## config.mk

```make
export PLATFORM = sky130hd
export DESIGN_NAME = mfe_ram
export DESIGN_NICKNAME = d
export VERILOG_FILES = /design/src/hdl/mfe_ram.sv
export SDC_FILE = /design/constraint.sdc
export NUM_CORES = 1
export LEC_CHECK = 0
export ABC_AREA = 1
export BUFFER_PORTS_ARGS = -buffer_cell sky130_fd_sc_hd__buf_2
export CAP_MARGIN = 10
export CORE_MARGIN = 10
export CORE_UTILIZATION = 32
export CTS_BUF_LIST = sky130_fd_sc_hd__clkbuf_4
export DETAILED_ROUTE_END_ITERATION = 12
export SYNTH_ARGS = -nofsm -noshare
export SYNTH_HDL_FRONTEND = slang
export SYNTH_SLANG_ARGS = --single-unit
```

## constraint.sdc

```tcl
create_clock -name clk -period 1.7 [get_ports clk]
set_clock_uncertainty 0.1 [all_clocks]
set_input_delay 0.17 -clock clk [delete_from_list [all_inputs] [get_ports clk]]
set_output_delay 0.17 -clock clk [all_outputs]
set_load 0.005 [all_outputs]
```

## src/hdl/mfe_ram.sv

```systemverilog
// generic single-port-write, single-read RAM with registered read
// no dependencies
module mfe_ram #(
	parameter int WIDTH = 8,
	parameter int DEPTH = 16
) (
	input  logic                     clk,
	input  logic                     we,
	input  logic [$clog2(DEPTH)-1:0] waddr,
	input  logic [WIDTH-1:0]         wdata,
	input  logic [$clog2(DEPTH)-1:0] raddr,
	output logic [WIDTH-1:0]         rdata
);
	logic [WIDTH-1:0] mem [DEPTH];

	always_ff @(posedge clk) begin
		if (we) begin
			mem[waddr] <= wdata;
		end
		rdata <= mem[raddr];
	end
endmodule
```

# Yosys cells after proc, flatten, opt, wreduce, memory -nomap -nowiden
# Memories as Yosys holds them, arrays and structs flattened. A register that Yosys moved wholly into a read port is not among the register bits.
# Cells that the tools add are included.
[totals]
reg_bits = 0
ram_bits = 128
inputBits = 18
out_inout_bits = 8
elab_cells = 3
memories = 1
[op_classes]
n_mux = 2
[memory_table]
columns = ["name", "depth", "width", "read_ports", "rd_clocked_by_memory_dff", "write_ports", "line_no", "text"]
rows = [
  ["mem", 16, 8, 1, 1, 1, "14", "logic [WIDTH-1:0] mem [DEPTH];"],
]
[ops]
columns = ["op", "count"]
rows = [
  ["2-to-1 mux 1 bit", 2],
]

# Logic depth before layout (Yosys ltp)
# Gate-level depths: netlist (run 1).
[depth]
word_depth = 2
ltp_mapped = 8
depth_no_buf = 7

# Worst setup path after synthesis (run 1)
# OpenSTA, ideal clock, no wires.
[synth_path]
path_type = "input to register"
start = "input waddr[2]"
end = "memory mem[10][0] (enable)"
setup_ps = 370
arrival_time_ps = 751
required_ps = 1230
path_slack_ps = 479
stages = 2
n_path_buf = 0
path_cell_list = "nand3b_1 nor2_1"
[synth_lines]
columns = ["element", "line_no", "text"]
rows = [
  ["start: declaration", "9", "input logic [$clog2(DEPTH)-1:0] waddr,"],
  ["end: declaration", "14", ""],
]
# Straight into the memory's write port.

==> results of run 1 <==
==> per-layer routing <==
| layer | share of wire [%] | routed length, µm |
|---|---|---|
| met5 | 0 | 0 |
| met4 | 2.3 | 303 |
| met3 | 5.3 | 702 |
| met2 | 45 | 5930 |
| met1 | 47 | 6190 |
==> synth_stat cells <==
library cell,number
inv_2,2
buf_2,13
buf_4,4
buf_6,6
dfxtp_1,8
nor2_1,17
nand2_1,173
nand3_1,97
edfxtp_1,128
inv_1,100
nand3b_1,2
buf_1,1
==> final cells by class <==
type | count | area [µm²]
clock inverters | 12 | 135
fillers | 1716 | 11200
clock buffers | 20 | 150
multi-input cells | 289 | 1210
well taps | 229 | 287
diodes | 1 | 2.50
repair buffers | 64 | 480
flip-flops and latches | 136 | 4000
inverters | 102 | 383
==> through the flow <==
stage               cells  utilization [%]  hold WS, ps  instance area, µm²  power [µW]
global route          853             37.3         59.9                6660        6630
detailed placement    810             35.1          470                6270        4310
finish                853             37.3         79.6                6660        6400
CTS                   852             37.3         29.0                6650        6460
global placement      810             35.1          469                6270        4300
floorplan             551                -          169                5770        4100
==> cell usage in the layout (no fill, tap or decap), types with 8 or more instances in the layout <==
cell type      netlist  final
buf_2               13     25
buf_4                4     26
clkbuf_4             0     20
dfxtp_1              8      8
dlygate4sd3_1        0     10
edfxtp_1           128    128
inv_1              100    100
nand2_1            173    173
nand3_1             97     97
nor2_1              17     17
==> logic make-up after synthesis <==
kind of cell | Yosys count | share of synthesized area (%)
simple gates | 289 | 21.0
flops | 136 | 69.4
buf+inv | 126 | 9.52
==> worst min-delay path: cells and delay by family <==
kind                   cells  cell delay [ps]
AND/OR/NAND/NOR            2              250
buffers and inverters      1              120
==> power breakdown <==
part	switching [µW]	total (µW)	leakage (µW)	internal (µW)
sequential	22.0	3760	0.00122	3740
combinational	323	487	0.00150	164
clock	1100	2140	0.000153	1040
==> timing repair <==
item | CTS | global route
hold buffers | 10 | 0
hold endpoints to repair | 136 | 0
buffers inserted | 0 | 0
==> registers in the layout, summed over array words and instances, names as in the netlist <==
signal and count:
mem 128, rdata 8
==> final timing paths <==
path                                            from             endpoint  slack [ps]  depth (start not counted)
worst max-delay path                        raddr[1]     rdata[1]$_DFF_P_         380                          8
worst min register to register  mem[15][7]$_DFFE_PP_     rdata[7]$_DFF_P_         580                          6
worst max register to register   mem[7][3]$_DFFE_PP_     rdata[3]$_DFF_P_         580                          6
worst min-delay path                        waddr[2]  mem[6][6]$_DFFE_PP_          80                          3
==> results_dict.tcl, run 1 <==
set metrics [dict create \
    status "finished, final reports clean" \
    grt_pass1_vias 3820 \
    initial_core_util_pct 32.3 \
    vdd_drop_max_v 0.000431 \
    min_period_ps 1320 \
    power_density_nw_per_um2 961 \
    hp-class "in -> reg" \
    cp-end-kind "flip-flop" \
    num_vias 3910 \
    cp.arrival_ps 1710 \
    yosys.cell_types.count 12 \
    max_freq_ghz 0.757 \
    cts_tree "yes" \
    grt.busiest_layer "met2" \
    post_cts_resized 0 \
    worst_slack_ps 378 \
    cp-start-kind "primary input" \
    synth_top_area_share_pct 66.7 \
    critPathSlowestCell "dlygate4sd3_1" \
    areaGrowthSynthToFinish_pct 15.4 \
    setup_tns_ps 0 \
    io_pins 26 \
    syn_nets 569 \
    critical_path.top_delay_family "buffers and inverters" \
    slew_headroom_pct 74.3 \
    grt_pass1_wl_um 20700 \
    place_congestion 0.784 \
    dp_hpwl_um 8340 \
    dieHeight_um 154 \
    synth_area_um2 5770 \
    p_leak_uw 0.00287 \
    final_nets 628 \
    portBuffers 25 \
    max_stage_delay_ps 530 \
    synth_largest_area_cell "edfxtp_1" \
    critical_path.max_fanout 25 \
    ys_seq_elements 136 \
    grt_max_degree 58 \
    drt_iter0_markers 390 \
    antenna_left 0 \
    yosys_warnings 0 \
    rsz0062_at_grt "false" \
    cap_violations 0 \
    cp_cell_sequence "dlygate4sd3_1, buf_2, inv_2, buf_12, nand3_1, nand3_1, nand3_1, nand2_1" \
    pre_cts_ws_ps 270 \
    setup_viol 0 \
    coreArea_um2 17800 \
    first_pass_iters 5 \
    required_ps 2090 \
    hold_viol 0 \
    numCtsBuffers 17 \
    netlist_instances 551 \
    drive_above_1_share_pct 13.5 \
    path_common_cell "nand3_1" \
    track_usage_pct 11.2 \
    synth.area.top_cells "edfxtp_1 67%, nand2_1 11%, nand3_1 8.4%, inv_1 6.5%, dfxtp_1 2.8%" \
    worst_pin_slew_ps 386 \
    routed_wl_um 13100 \
    clk_latency_ps 540 \
    grt.overflow.total 0 \
    finalCritPeriodShare_pct 77.7 \
    die_x_um 154 \
    route.detailed.drc 0 \
    wl_per_cell_um 15.4 \
    die_area_um2 23800 \
    crit_buf_inv 4 \
    cts_sinks 136 \
    criticalPathCategory "in -> reg" \
    avgViaCountPerCell 4.58 \
    ctsLongestPathBuffers 2 \
    slew_viol_final 0 \
    ys_seq_area_share_pct 69.4 \
    antenna_found_initial 1 \
    use_met3_pct 3.13 \
    synth.avg_cell_area_um2 10.5 \
    grt_util_met2_pct 16.9 \
    gr-usage-met1_pct 14.7 \
    rows 49 \
    root_buffer "clkbuf_4" \
    path_clk_slew_ps 110 \
    h-tree-depth 4 \
]
No activity file was read; power rests on OpenSTA's default activity.
==> inputs of run 2 (changes only) <==
==> constraint.sdc (replaced) <==
create_clock -name clk -period 1.3 [get_ports clk]
set_clock_uncertainty 0.1 [all_clocks]
set_input_delay 0.13 -clock clk [delete_from_list [all_inputs] [get_ports clk]]
set_output_delay 0.13 -clock clk [all_outputs]
set_load 0.005 [all_outputs]
==> results_dict.tcl, run 2 (synthesis results as in run 1) <==
set metrics [dict create \
    largest-register "mem" \
    antenna_found_initial 1 \
    setup_viol 0 \
    avgViaCountPerCell 4.54 \
    mostFrequentLayoutCells "173 x nand2_1, 128 x edfxtp_1, 100 x inv_1" \
    hold_viol 0 \
    p_total_uw 8410 \
    combPwrFrac_pct 8.0 \
    areaGrowthSynthToFinish_pct 17.2 \
    dieHeight_um 154 \
    num_vias 3899 \
    switchingPower_uw 1970 \
    reg2reg_depth 6 \
    root_buffer "clkbuf_4" \
    largest_reg_flops 128 \
    critPathLaunch "rdata[2]$_DFF_P_" \
    fin_hold_ws_ps 82.9 \
    critical_path.max_fanout 1 \
    rrSetupSlack_ps 180 \
    route.detailed.drc 0 \
    p_leak_uw 0.00291 \
    power_density_nw_per_um2 1240 \
    routed_wl_um 13300 \
    criticalPathCategory "reg -> out" \
    critical_path.top_delay_family "flip-flops" \
    power.internal_uw 6440 \
    rsz0062_at_grt "true" \
    place_congestion 0.873 \
    p_seq_share_pct 58.5 \
    first_pass_iters 5 \
    setup_tns_ps 0 \
    rows 49 \
    antenna_left 0 \
    finalCritPeriodShare_pct 94.7 \
    cp.depth 1 \
    cts_setup_buffers 0 \
    required_ps 1070 \
    max_stage_delay_ps 340 \
    cts_sinks 136 \
    final_common_cell "nand2_1" \
    initial_core_util_pct 32.3 \
    numCtsBuffers 17 \
    slew_viol_final 0 \
    rr_startpoint "mem[6][1]$_DFFE_PP_" \
    ctsLongestPathBuffers 2 \
    biggestRegsByFlops "mem: 128 flops, rdata: 8 flops" \
    r2r_end "rdata[1]$_DFF_P_" \
    status "finished, final reports clean" \
    grt.overflow.total 0 \
    io_pins 26 \
    slew_headroom_pct 74.6 \
    cp-start-kind "flip-flop" \
    crit_buf_inv 1 \
    die_x_um 154 \
    drt_iter0_markers 272 \
    grt_max_degree 29 \
    path_clk_slew_ps 120 \
    min_from "raddr[1]" \
    grt_pass1_wl_um 20900 \
    p_clk_share_pct 33.5 \
    max_freq_ghz 0.813 \
    h-tree-depth 4 \
    wl_per_cell_um 15.5 \
    cp_cell_sequence "buf_2" \
    vdd_drop_max_v 0.000496 \
    min_period_ps 1230 \
    cp.arrival_ps 1000 \
    cap_violations 0 \
    sw_frac_of_total_pct 23.5 \
    cp-end-kind "primary output" \
    dp_hpwl_um 8740 \
    whs_path_depth 6 \
    fin_area_um2 6760 \
    portBuffers 25 \
    die_area_um2 23800 \
    hold_end "rdata[6]$_DFF_P_" \
    nFillCells 1715 \
    track_usage_pct 11.4 \
    hp-class "in -> reg" \
    drive_above_1_share_pct 14.6 \
    final_nets 634 \
    coreArea_um2 17800 \
    critPathSlowestCell "dfxtp_1" \
    cts_tree "yes" \
    place_area_um2 6360 \
    worst_pin_slew_ps 381 \
    grt_pass1_vias 3859 \
    clk_latency_ps 540 \
]
## run 2: changes by cell type in the layout (fill, tap and decap cells not counted), moves of 2 or more
cell        previous run  this run
buf_12                 3         7
buf_4                 26        28
clkbuf_4              20        17
clkinvlp_4             2         4
dfxtp_1                8         6
dfxtp_2                0         2
## run 2: power groups by stage
| stage | Sequential, µW | Combinational [µW] | Clock, µW |
|---|---|---|---|
| after floorplan | 5020 | 346 | 0 |
| after global placement | 5020 | 636 | 0 |
| after detailed placement | 5020 | 651 | 0 |
| after CTS | 4920 | 679 | 2890 |
| after global routing | 4940 | 753 | 3070 |
| final | 4920 | 676 | 2820 |
## run 2: cell type report
cell class | count | area, µm² | share of cell area, %
Antenna cell | 1 | 2.50 | 0.0370
Sequential cell | 136 | 4010 | 59.3
Clock buffer | 17 | 128 | 1.89
Inverter | 102 | 383 | 5.66
Multi-Input combinational cell | 289 | 1210 | 18.0
Timing Repair Buffer | 70 | 582 | 8.61
Clock inverter | 15 | 159 | 2.35
Tap cell | 229 | 287 | 4.24
## run 2: worst max-delay path by stage
stage	end	slack, ps
finish	rdata[2]	70
global route	rdata[5]	-9
CTS	rdata[5]	1
global placement	mem[6][7]$_DFFE_PP_	-20
detailed placement	mem[6][0]$_DFFE_PP_	-10
floorplan	mem[10][0]$_DFFE_PP_	120
## run 2: per-stage QoR
step / cells / util (%) / setup slack, ps
floorplan: 551 / - / 119
global placement: 816 / 35.7 / -16.7
detailed placement: 816 / 35.7 / -10.8
CTS: 858 / 37.8 / 1.32
global route: 859 / 37.9 / -9.21
finish: 859 / 37.9 / 69.3
## run 2: repair_timing
item / in CTS / in global routing
hold buffers: 10 / 0
resized for setup: 1 / 2
endpoints found under the setup margin: 1 / 2
hold endpoints to repair: 136 / 0
## run 2: metal layers
layer / vias up / routed length, µm / GRT usage (%) / part of all wire, %
met3: 17 / 802 / 3.02 / 6.0
met5: - / 0 / 0 / 0
met2: 107 / 6330 / 18.0 / 48
li1: 1910 / - / - / -
met4: 0 / 275 / 4.77 / 2.1
met1: 1865 / 5880 / 14.5 / 44
==> inputs of run 3 (changes only) <==
--- a/config.mk
+++ b/config.mk
@@ -9,7 +9,7 @@
 export BUFFER_PORTS_ARGS = -buffer_cell sky130_fd_sc_hd__buf_2
 export CAP_MARGIN = 10
 export CORE_MARGIN = 10
-export CORE_UTILIZATION = 32
+export CORE_UTILIZATION = 25
 export CTS_BUF_LIST = sky130_fd_sc_hd__clkbuf_4
 export DETAILED_ROUTE_END_ITERATION = 12
 export SYNTH_ARGS = -nofsm -noshare
==> results_dict.tcl, run 3 (synthesis results as in run 1) <==
set metrics [dict create \
    status "finished, final reports clean" \
    cts_tree "yes" \
    slew_viol_final 0 \
    crit_buf_inv 3 \
    hold_viol 0 \
    die_x_um 172 \
    final_nets 632 \
    dp_hpwl_um 8750 \
    p_total_uw 8410 \
    cp-start-kind "primary input" \
    wl_per_cell_um 14.6 \
    worst_slack_ps 1.19 \
    largest-register "mem" \
    setup_tns_ps 0 \
    mostFrequentLayoutCells "173 x nand2_1, 128 x edfxtp_1, 100 x inv_1" \
    numCtsBuffers 17 \
    areaGrowthSynthToFinish_pct 18.1 \
    ctsLongestPathBuffers 2 \
    grt_pass1_vias 3791 \
    portBuffers 25 \
    clk_latency_ps 520 \
    fin_hold_ws_ps 52.8 \
    vdd_drop_max_v 0.000895 \
    required_ps 1420 \
    rsz0062_at_grt "true" \
    largest_reg_flops 128 \
    first_pass_iters 4 \
    coreArea_um2 22600 \
    max_freq_ghz 0.770 \
    grt_pass1_wl_um 20900 \
    critical_path.top_delay_family "buffers and inverters" \
    final_common_cell "nand2_1" \
    hp-class "in -> reg" \
    root_buffer "clkbuf_4" \
    h-tree-depth 4 \
    cap_violations 0 \
    io_pins 26 \
    rows 55 \
    grt_max_degree 27 \
    cp.arrival_ps 1420 \
    power_density_nw_per_um2 1230 \
    cts_setup_buffers 0 \
    cp-end-kind "flip-flop" \
    finalCritPeriodShare_pct 99.9 \
    max_stage_delay_ps 530 \
    cp_cell_sequence "dlygate4sd3_1, buf_2, nand3b_1, nor2_1, buf_6" \
    antenna_left 0 \
    drive_above_1_share_pct 15.0 \
    slew_headroom_pct 73.7 \
    drt_iter0_markers 317 \
    criticalPathCategory "in -> reg" \
    cts_sinks 136 \
    dp_cells 868 \
    initial_core_util_pct 25.5 \
    setup_viol 0 \
    num_vias 3779 \
    antenna_found_initial 1 \
    avgViaCountPerCell 4.14 \
    critical_path.max_fanout 8 \
    track_usage_pct 9.48 \
    place_congestion 0.774 \
    p_leak_uw 0.00290 \
    critPathSlowestCell "dlygate4sd3_1" \
    pre_cts_ws_ps -79.7 \
    biggestRegsByFlops "mem: 128 flops, rdata: 8 flops" \
    grt.overflow.total 0 \
    worst_pin_slew_ps 395 \
    path_clk_slew_ps 120 \
    dieHeight_um 172 \
    die_area_um2 29500 \
    min_period_ps 1300 \
    routed_wl_um 13300 \
    route.detailed.drc 0 \
    stdcell_count 913 \
]
## run 3: worst register-to-register path, stage by stage, from the launching register on
cell and delay [ps]:
edfxtp_1 380, inv_1 60, nand2_1 50, nand3_1 90
nand3_1 130, nand3_1 150, nand2_1 80
## run 3: report_power, final
part           switching [µW]  internal, µW  total, µW
clock                    1470          1330       2800
combinational             431           242        673
sequential               40.1          4900       4940
## run 3: area by class of cell
type / count / area (µm²)
tap: 285 / 357
antenna: 1 / 2.50
fill: 2306 / 15800
inverter: 102 / 383
clock inverter: 14 / 158
multi-input combinational: 289 / 1210
clock buffer: 18 / 135
sequential: 136 / 4010
timing repair buffer: 68 / 551
## run 3: stage by stage
stage	utilization, %	cell area, µm²
after global placement	28.1	6360
final	30.1	6810
after floorplan	-	5770
after detailed placement	28.1	6360
after CTS	30.0	6790
after global routing	30.1	6810
## run 3: path summary, 6_finish.rpt
path / startpoint / to / slack [ps] / depth (start not counted)
min reg2reg: mem[10][6]$_DFFE_PP_ / rdata[6]$_DFF_P_ / 570 / 6
max: waddr[2] / mem[8][4]$_DFFE_PP_ / 1 / 5
min: raddr[2] / rdata[6]$_DFF_P_ / 50 / 6
max reg2reg: mem[15][5]$_DFFE_PP_ / rdata[5]$_DFF_P_ / 160 / 6
## run 3: per-layer routing
metal  global-route usage (%)  up-vias  part of all wire, %
met5                        0        -                    0
met4                     3.56        0                  1.8
met3                     2.05       18                  4.6
met2                     15.2       92                   47
met1                     12.3     1762                   46
li1                         -     1907                    -
## run 3: timing repair
item,CTS,global route
setup endpoints to repair,2,9
endpoints found under the hold margin,137,0
hold buffers,12,0
resized for setup,4,8
